<file path="config.mk">
export PLATFORM = sky130hd
export DESIGN_NAME = kepf_ctrl
export DESIGN_NICKNAME = d
export VERILOG_FILES = /design/src/sv/kepf_pkg.sv /design/src/sv/kepf_ctrl.sv
export SDC_FILE = /design/constraint.sdc
export NUM_CORES = 1
export LEC_CHECK = 0
export ABC_AREA = 1
export BUFFER_PORTS_ARGS = -buffer_cell sky130_fd_sc_hd__buf_2
export CAP_MARGIN = 20
export CORE_AREA = 2 2 47 92
export CTS_BUF_LIST = sky130_fd_sc_hd__clkbuf_4 sky130_fd_sc_hd__clkbuf_8 sky130_fd_sc_hd__clkbuf_16
export CTS_CLUSTER_DIAMETER = 80
export DETAILED_ROUTE_END_ITERATION = 16
export DIE_AREA = 0 0 49 94
export PLACE_DENSITY = 0.79
export SYNTH_ARGS = -nofsm -noshare
export SYNTH_HDL_FRONTEND = slang
export SYNTH_SLANG_ARGS = --single-unit
</file>
<file path="constraint.sdc">
create_clock -name i_clk -period 2.8 [get_ports i_clk]
set_input_delay 0.14 -clock i_clk [delete_from_list [all_inputs] [get_ports i_clk]]
set_output_delay 0.14 -clock i_clk [all_outputs]
set_load 0.005 [all_outputs]
</file>
<file path="src/sv/kepf_pkg.sv">
// ----------------------------------------------------------------------------
// kepf_pkg
// Shared types, codes and sizes of the kuwahara edge-preserving filter unit.
// ----------------------------------------------------------------------------
`default_nettype none

package kepf_pkg;

    // stream item kinds
    localparam logic OP_PIXEL = 1'b0;
    localparam logic OP_FLUSH = 1'b1;

    // register indexes
    localparam logic [1:0] REG_WIDTH  = 2'd0;
    localparam logic [1:0] REG_HEIGHT = 2'd1;
    localparam logic [1:0] REG_RADIUS = 2'd2;

    localparam int DEF_MAX_WIDTH  = 4096;
    localparam int DEF_MAX_RADIUS = 8;

    localparam logic [12:0] CFG_WIDTH_RST  = 13'd640;
    localparam logic [15:0] CFG_HEIGHT_RST = 16'd480;
    localparam logic [3:0]  CFG_RADIUS_RST = 4'd3;

    // sizes for a quadrant of at most 9x9 pixels
    localparam int SUMW  = 15;
    localparam int SQW   = 23;
    localparam int NW    = 7;
    localparam int PRODW = 30;
    localparam int VARW  = 32;
    localparam int OFSW  = 5;

    typedef struct packed {
        logic                   clear;
        logic                   pix_wr;
        logic                   sweep_vld;
        logic signed [OFSW-1:0] dx;
        logic signed [OFSW-1:0] dy;
        logic                   prod_vld;
        logic [1:0]             prod_q;
        logic [1:0]             prod_c;
        logic                   acc_vld;
        logic [1:0]             acc_q;
        logic [1:0]             acc_c;
        logic                   div_init;
        logic                   div_step;
        logic [2:0]             div_bit;
        logic                   finish;
    } t_cmd;

    typedef struct packed {
        logic input_done;
        logic emit_due;
        logic out_free;
    } t_sts;

    typedef struct packed {
        logic left;
        logic right;
        logic top;
        logic bot;
        logic ctr;
    } t_tap;

endpackage

`default_nettype wire

</file>
<file path="src/sv/kepf_ctrl.sv">
// ----------------------------------------------------------------------------
// kepf_ctrl
// Sequencer: window sweep, variance pass, mean division and result hand-off.
// ----------------------------------------------------------------------------
`default_nettype none

module kepf_ctrl (
    input  wire              i_clk,
    input  wire              i_rst_n,
    input  wire              i_in_vld,
    input  wire              i_in_op,
    input  wire [3:0]        i_eff_r,
    input  kepf_pkg::t_sts   i_sts,
    output logic             o_in_rdy,
    output kepf_pkg::t_cmd   o_cmd
);

    typedef enum logic [2:0] {
        S_IDLE, S_SWEEP, S_DRAIN, S_VAR, S_VWAIT, S_DINIT, S_DIV, S_FINISH
    } t_state;

    t_state                          r_state;
    logic signed [kepf_pkg::OFSW-1:0] r_dx;
    logic signed [kepf_pkg::OFSW-1:0] r_dy;
    logic                            r_cnt;
    logic [1:0]                      r_vq;
    logic [1:0]                      r_vc;
    logic                            r_acc_vld;
    logic [1:0]                      r_acc_q;
    logic [1:0]                      r_acc_c;
    logic [2:0]                      r_dbit;

    logic signed [kepf_pkg::OFSW-1:0] w_lim;
    logic                            w_start;

    assign w_lim    = $signed({1'b0, i_eff_r});
    assign o_in_rdy = (r_state == S_IDLE);
    assign w_start  = i_in_vld && (r_state == S_IDLE) &&
                      (((i_in_op == kepf_pkg::OP_PIXEL) && i_sts.emit_due) ||
                       ((i_in_op == kepf_pkg::OP_FLUSH) && i_sts.input_done));

    always_comb begin
        o_cmd           = '0;
        o_cmd.pix_wr    = i_in_vld && (r_state == S_IDLE) &&
                          (i_in_op == kepf_pkg::OP_PIXEL) && !i_sts.input_done;
        o_cmd.clear     = w_start;
        o_cmd.sweep_vld = (r_state == S_SWEEP);
        o_cmd.dx        = r_dx;
        o_cmd.dy        = r_dy;
        o_cmd.prod_vld  = (r_state == S_VAR);
        o_cmd.prod_q    = r_vq;
        o_cmd.prod_c    = r_vc;
        o_cmd.acc_vld   = r_acc_vld;
        o_cmd.acc_q     = r_acc_q;
        o_cmd.acc_c     = r_acc_c;
        o_cmd.div_init  = (r_state == S_DINIT);
        o_cmd.div_step  = (r_state == S_DIV);
        o_cmd.div_bit   = r_dbit;
        o_cmd.finish    = (r_state == S_FINISH) && i_sts.out_free;
    end

    always_ff @(posedge i_clk) begin
        if (!i_rst_n) begin
            r_state   <= S_IDLE;
            r_dx      <= '0;
            r_dy      <= '0;
            r_cnt     <= 1'b0;
            r_vq      <= '0;
            r_vc      <= '0;
            r_acc_vld <= 1'b0;
            r_acc_q   <= '0;
            r_acc_c   <= '0;
            r_dbit    <= '0;
        end else begin
            r_acc_vld <= (r_state == S_VAR);
            unique case (r_state)
                S_IDLE: begin
                    if (w_start) begin
                        r_dx    <= -w_lim;
                        r_dy    <= -w_lim;
                        r_state <= S_SWEEP;
                    end
                end
                S_SWEEP: begin
                    if (r_dx == w_lim) begin
                        r_dx <= -w_lim;
                        if (r_dy == w_lim) begin
                            r_cnt   <= 1'b0;
                            r_state <= S_DRAIN;
                        end else begin
                            r_dy <= r_dy + kepf_pkg::OFSW'(1);
                        end
                    end else begin
                        r_dx <= r_dx + kepf_pkg::OFSW'(1);
                    end
                end
                S_DRAIN: begin
                    if (r_cnt) begin
                        r_vq    <= '0;
                        r_vc    <= '0;
                        r_state <= S_VAR;
                    end else begin
                        r_cnt <= 1'b1;
                    end
                end
                S_VAR: begin
                    r_acc_q   <= r_vq;
                    r_acc_c   <= r_vc;
                    if (r_vc == 2'd2) begin
                        r_vc <= '0;
                        r_vq <= r_vq + 2'd1;
                        if (r_vq == 2'd3) begin
                            r_state <= S_VWAIT;
                        end
                    end else begin
                        r_vc <= r_vc + 2'd1;
                    end
                end
                S_VWAIT: begin
                    r_state <= S_DINIT;
                end
                S_DINIT: begin
                    r_dbit  <= 3'd7;
                    r_state <= S_DIV;
                end
                S_DIV: begin
                    if (r_dbit == 3'd0) begin
                        r_state <= S_FINISH;
                    end else begin
                        r_dbit <= r_dbit - 3'd1;
                    end
                end
                S_FINISH: begin
                    if (i_sts.out_free) begin
                        r_state <= S_IDLE;
                    end
                end
                default: begin
                    r_state <= S_IDLE;
                end
            endcase
        end
    end

endmodule

`default_nettype wire

</file>
Word level (Yosys, flattened, before mapping). Cells that the tools add are included. Widths: inputs -> output; s select.

Add/subtract/negate cells: 6. Equal/unequal tests: 21. Muxes and demuxes: 25. Bitwise gates (word level): 1. Reductions and logical operators: 22.

Operator list (count): $mux 3 (9); $pmux 3 s8 (1); $mux 5 (4); $pmux 5 s2 (2); $eq 3x3->1 const B (4); $ne 2x1->1 const B (6); $add 5x2->5 const B (2); $eq 5x5->1 (2); $ne 2x2->1 const B (4); $pmux 2 s2 (2); $reduce_and 8->1 (1); $reduce_bool 2->1 (4); $logic_and 1x1->1 (7); $eq 3x2->1 const B (2); $logic_not 3->1 (2); $mux 2 (3); $pmux 3 s2 (1); $reduce_and 2->1 (3); $reduce_and 3->1 (2); $neg 4->5 (1); $add 2x1->2 const B (2); $eq 2x2->1 const B (2); $reduce_and 4->1 (1); $eq 3x1->1 const B (1); other kinds (6) (7).

Bits in registers: 26. Bits of input ports: 11. Output and inout port bits: 30. Word-level logic and storage cells: 85.

Longest topological paths before layout.
Depth after elaboration: 6. Depth in mapped cells: 11. Depth with buffers taken out: 11.

Worst setup path before layout. OpenSTA, ideal clock, no wires.

Kind: reg2out. Start: reg r_dx[1] (netlist name). End: out o_cmd[0] in the netlist's numbering. Data arrival time: 1.267 ns. Data required time: 2.660 ns. Setup slack: 1.393 ns. Stages on the path, launching flop included: 11. Path buffers: 0. Cells stage by stage: dfxtp_1 -> inv_1 -> nand2_1 -> nand2_1 -> nor2_1 -> nand3_2 -> nand2_4 -> nand2_2 -> nor2_4 -> nand2_1 -> nor2_1.

RTL lines: end, declared (RTL line kepf_ctrl.sv:15) `output kepf_pkg::t_cmd o_cmd`.

==> results.json <==
{
  "status": "complete, no violations",
  "die-height_um": 94,
  "final_common_cell": "nand2_1",
  "highest_layer": "met4",
  "post_cts_buffers": 0,
  "grt_max_degree": 19,
  "dr_wl_met3_um": 142,
  "drive_gt1_frac": 0.2422,
  "antenna_cells": 0,
  "grt_remaining_overflow": 0,
  "std_cell_rows": 32,
  "power_leakage_nw": 1.030,
  "start_kind": "flip-flop",
  "ys_seq_area_frac": 0.3075,
  "antenna_found_initial": 0,
  "wl_um": 4068,
  "critPathKind": "reg2out",
  "die_w_um": 49,
  "fin_area_um2": 1981,
  "tightest_slew_ns": 0.3489,
  "synthFlopType": "dfxtp_1",
  "hold_path_class": "in2reg",
  "wl_per_cell_um": 11.96,
  "dr.pass1.iters": 4,
  "htreeDepth": 1,
  "avgViaCountPerCell": 5.026,
  "root_buffer": "clkbuf_8",
  "yosys.area.top_type": "dfxtp_1",
  "peakVddDrop_mv": 0.5321,
  "final_nets": 307,
  "layout_common_cells": "nand2_1, buf_2, nor2_1",
  "worstPathArrival_ns": 1.87,
  "clk_latency_ns": 0.28,
  "clk_pin_slew_ns": 0.09,
  "rrSetupSlack_ns": 1.20,
  "dp_slack_ns": 1.105,
  "final-hold-violation-count": 0,
  "fp.coreArea_um2": 3884,
  "finish.utilization": 0.5100,
  "cts-resized-gates": 0,
  "netlist.area_leader.share": 0.3075,
  "gp_congestion": 0.9231,
  "syn-num-nets": 267,
  "initial_core_util": 0.4359,
  "critPathMaxFanout": 11,
  "grt_use_total": 0.1950,
  "io_buffers": 40,
  "dp_hpwl_um": 3298,
  "grt_pass1_wl_um": 6989,
  "finalMaxSlewViolations": 0,
  "ant_nets": 0,
  "synth_edf_count": 0,
  "fp.dieArea_um2": 4606,
  "syn_inst": 250,
  "fin_crit_ns": 2.012,
  "ioPinCount": 41,
  "postCtsHoldBufs": 0,
  "synthArstFlopShare": 0,
  "cp-end-kind": "output pin",
  "grt_setup_unrepaired": "false",
  "dr_total_vias": 1709,
  "areaGrowthSynthToFinish_pct": 17.00,
  "routedLengthMet1_um": 1432,
  "cts.sinks": 26,
  "met2_length_um": 2344,
  "clock.fmax_mhz": 497.0,
  "multiInputGateArea_um2": 1002,
  "final-seq-area_um2": 520.5,
  "synth_area_leaders": "dfxtp_1, nand2_1, nor2_1",
  "setup_violations": 0,
  "cts_buffers": 3,
  "slew-limit-headroom": 0.7671,
  "drc": 0,
  "place_area_um2": 1926,
  "clk_path_buf_depth": 2,
  "finalSetupTns_ns": 0,
  "cp.required_ns": 2.66,
  "power-per-cell-area_nw_per_um2": 842.0,
  "dr.first_iter.drc_count": 34,
  "ys_warn_count": 0,
  "yosysUniqueCellTypes": 31,
  "cap_violations": 0,
  "netlist_area_um2": 1693,
  "synth-seq-cells": 26,
  "layout_setup_ws_ns": 0.7881,
  "finalCritPeriodShare": 0.7185,
  "grt_pass1_vias": 1654,
  "fin_skew_ns": 0.005162,
  "finalPower_mw": 1.668,
  "syn_area_per_cell_um2": 6.771,
  "fillers": 423,
  "cts_tree": "yes"
}
-- layout make-up --
type / instances / area share
multi-input cells: 184 / 0.5060
clock buffers: 4 / 0.02780
repair buffers: 40 / 0.1011
inverters: 35 / 0.07012
well taps: 51 / 0.03222
flip-flops and latches: 26 / 0.2628
-- stage by stage --
stage,instances,hold slack (ns)
finish,340,0.2230
global route,340,0.2579
CTS,340,0.2300
detailed placement,336,0.4567
global placement,336,0.4474
floorplan,250,0.3141
-- path summary, 6_finish.rpt --
kind,startpoint,to,depth (start not counted)
worst max-delay path,r_state[2]$_SDFFE_PN0P_,o_cmd[0],9
worst min-delay path,i_eff_r[0],r_dx[0]$_SDFFE_PN0P_,5
worst max register to register,r_state[2]$_SDFFE_PN0P_,r_state[2]$_SDFFE_PN0P_,9
worst min register to register,r_acc_c[0]$_SDFFE_PN0P_,r_acc_c[0]$_SDFFE_PN0P_,2
-- flip-flops by register name (all words and copies together) (netlist names) --
| signal | cells |
|---|---|
| r_state | 3 |
| r_vc | 2 |
| r_dbit | 3 |
| r_acc_c | 2 |
| r_dy | 5 |
| r_cnt | 1 |
| r_vq | 2 |
| r_acc_vld | 1 |
| r_acc_q | 2 |
| r_dx | 5 |
-- kinds of logic (layout without fill, tap and decap cells) --
family,count (synthesis),count (layout),share of synthesized area
AOI/OAI and AO/OA,37,37,0.1249
and+or+nand+nor,131,131,0.3710
adders and majority gates,6,6,0.04434
xor gates and xnor gates,10,10,0.05174
DFF,26,26,0.3075
buffers and inverters,40,79,0.1005
-- metal layers --
metal | GRT usage | vias up
li1 | - | 869
met1 | 0.1774 | 784
met2 | 0.3995 | 41
met3 | 0.01911 | 15
met4 | 0.1095 | 0
met5 | 0 | -
-- synth_stat cells, types with 2 or more instances --
cell type / n
nand2_1: 60
nor2_1: 32
inv_1: 28
dfxtp_1: 26
o21ai_0: 16
a21oi_1: 14
nand3_1: 14
nand2_2: 7
xor2_1: 7
ha_1: 6
nand2_4: 4
buf_4: 3
inv_2: 3
inv_4: 3
nand3_2: 3
o21bai_1: 3
xnor2_1: 3
nand3b_1: 2
nor2_2: 2
nor2_4: 2
nor4_1: 2
-- worst max-delay path, stage by stage, from the launching register on --
cell	delay [ns]
dfxtp_1	0.54
inv_4	0.10
nand3_2	0.20
inv_4	0.11
nand2_4	0.13
nand2_2	0.09
nor2_4	0.12
nand2_1	0.08
nor2_1	0.10
buf_2	0.12
-- report_power, final --
group          internal, mW  switching, mW  total, mW
Clock                 0.126          0.125      0.251
Combinational         0.323          0.506      0.829
Sequential            0.464          0.124      0.588
Note: power is estimated with default switching activity, not from simulation.
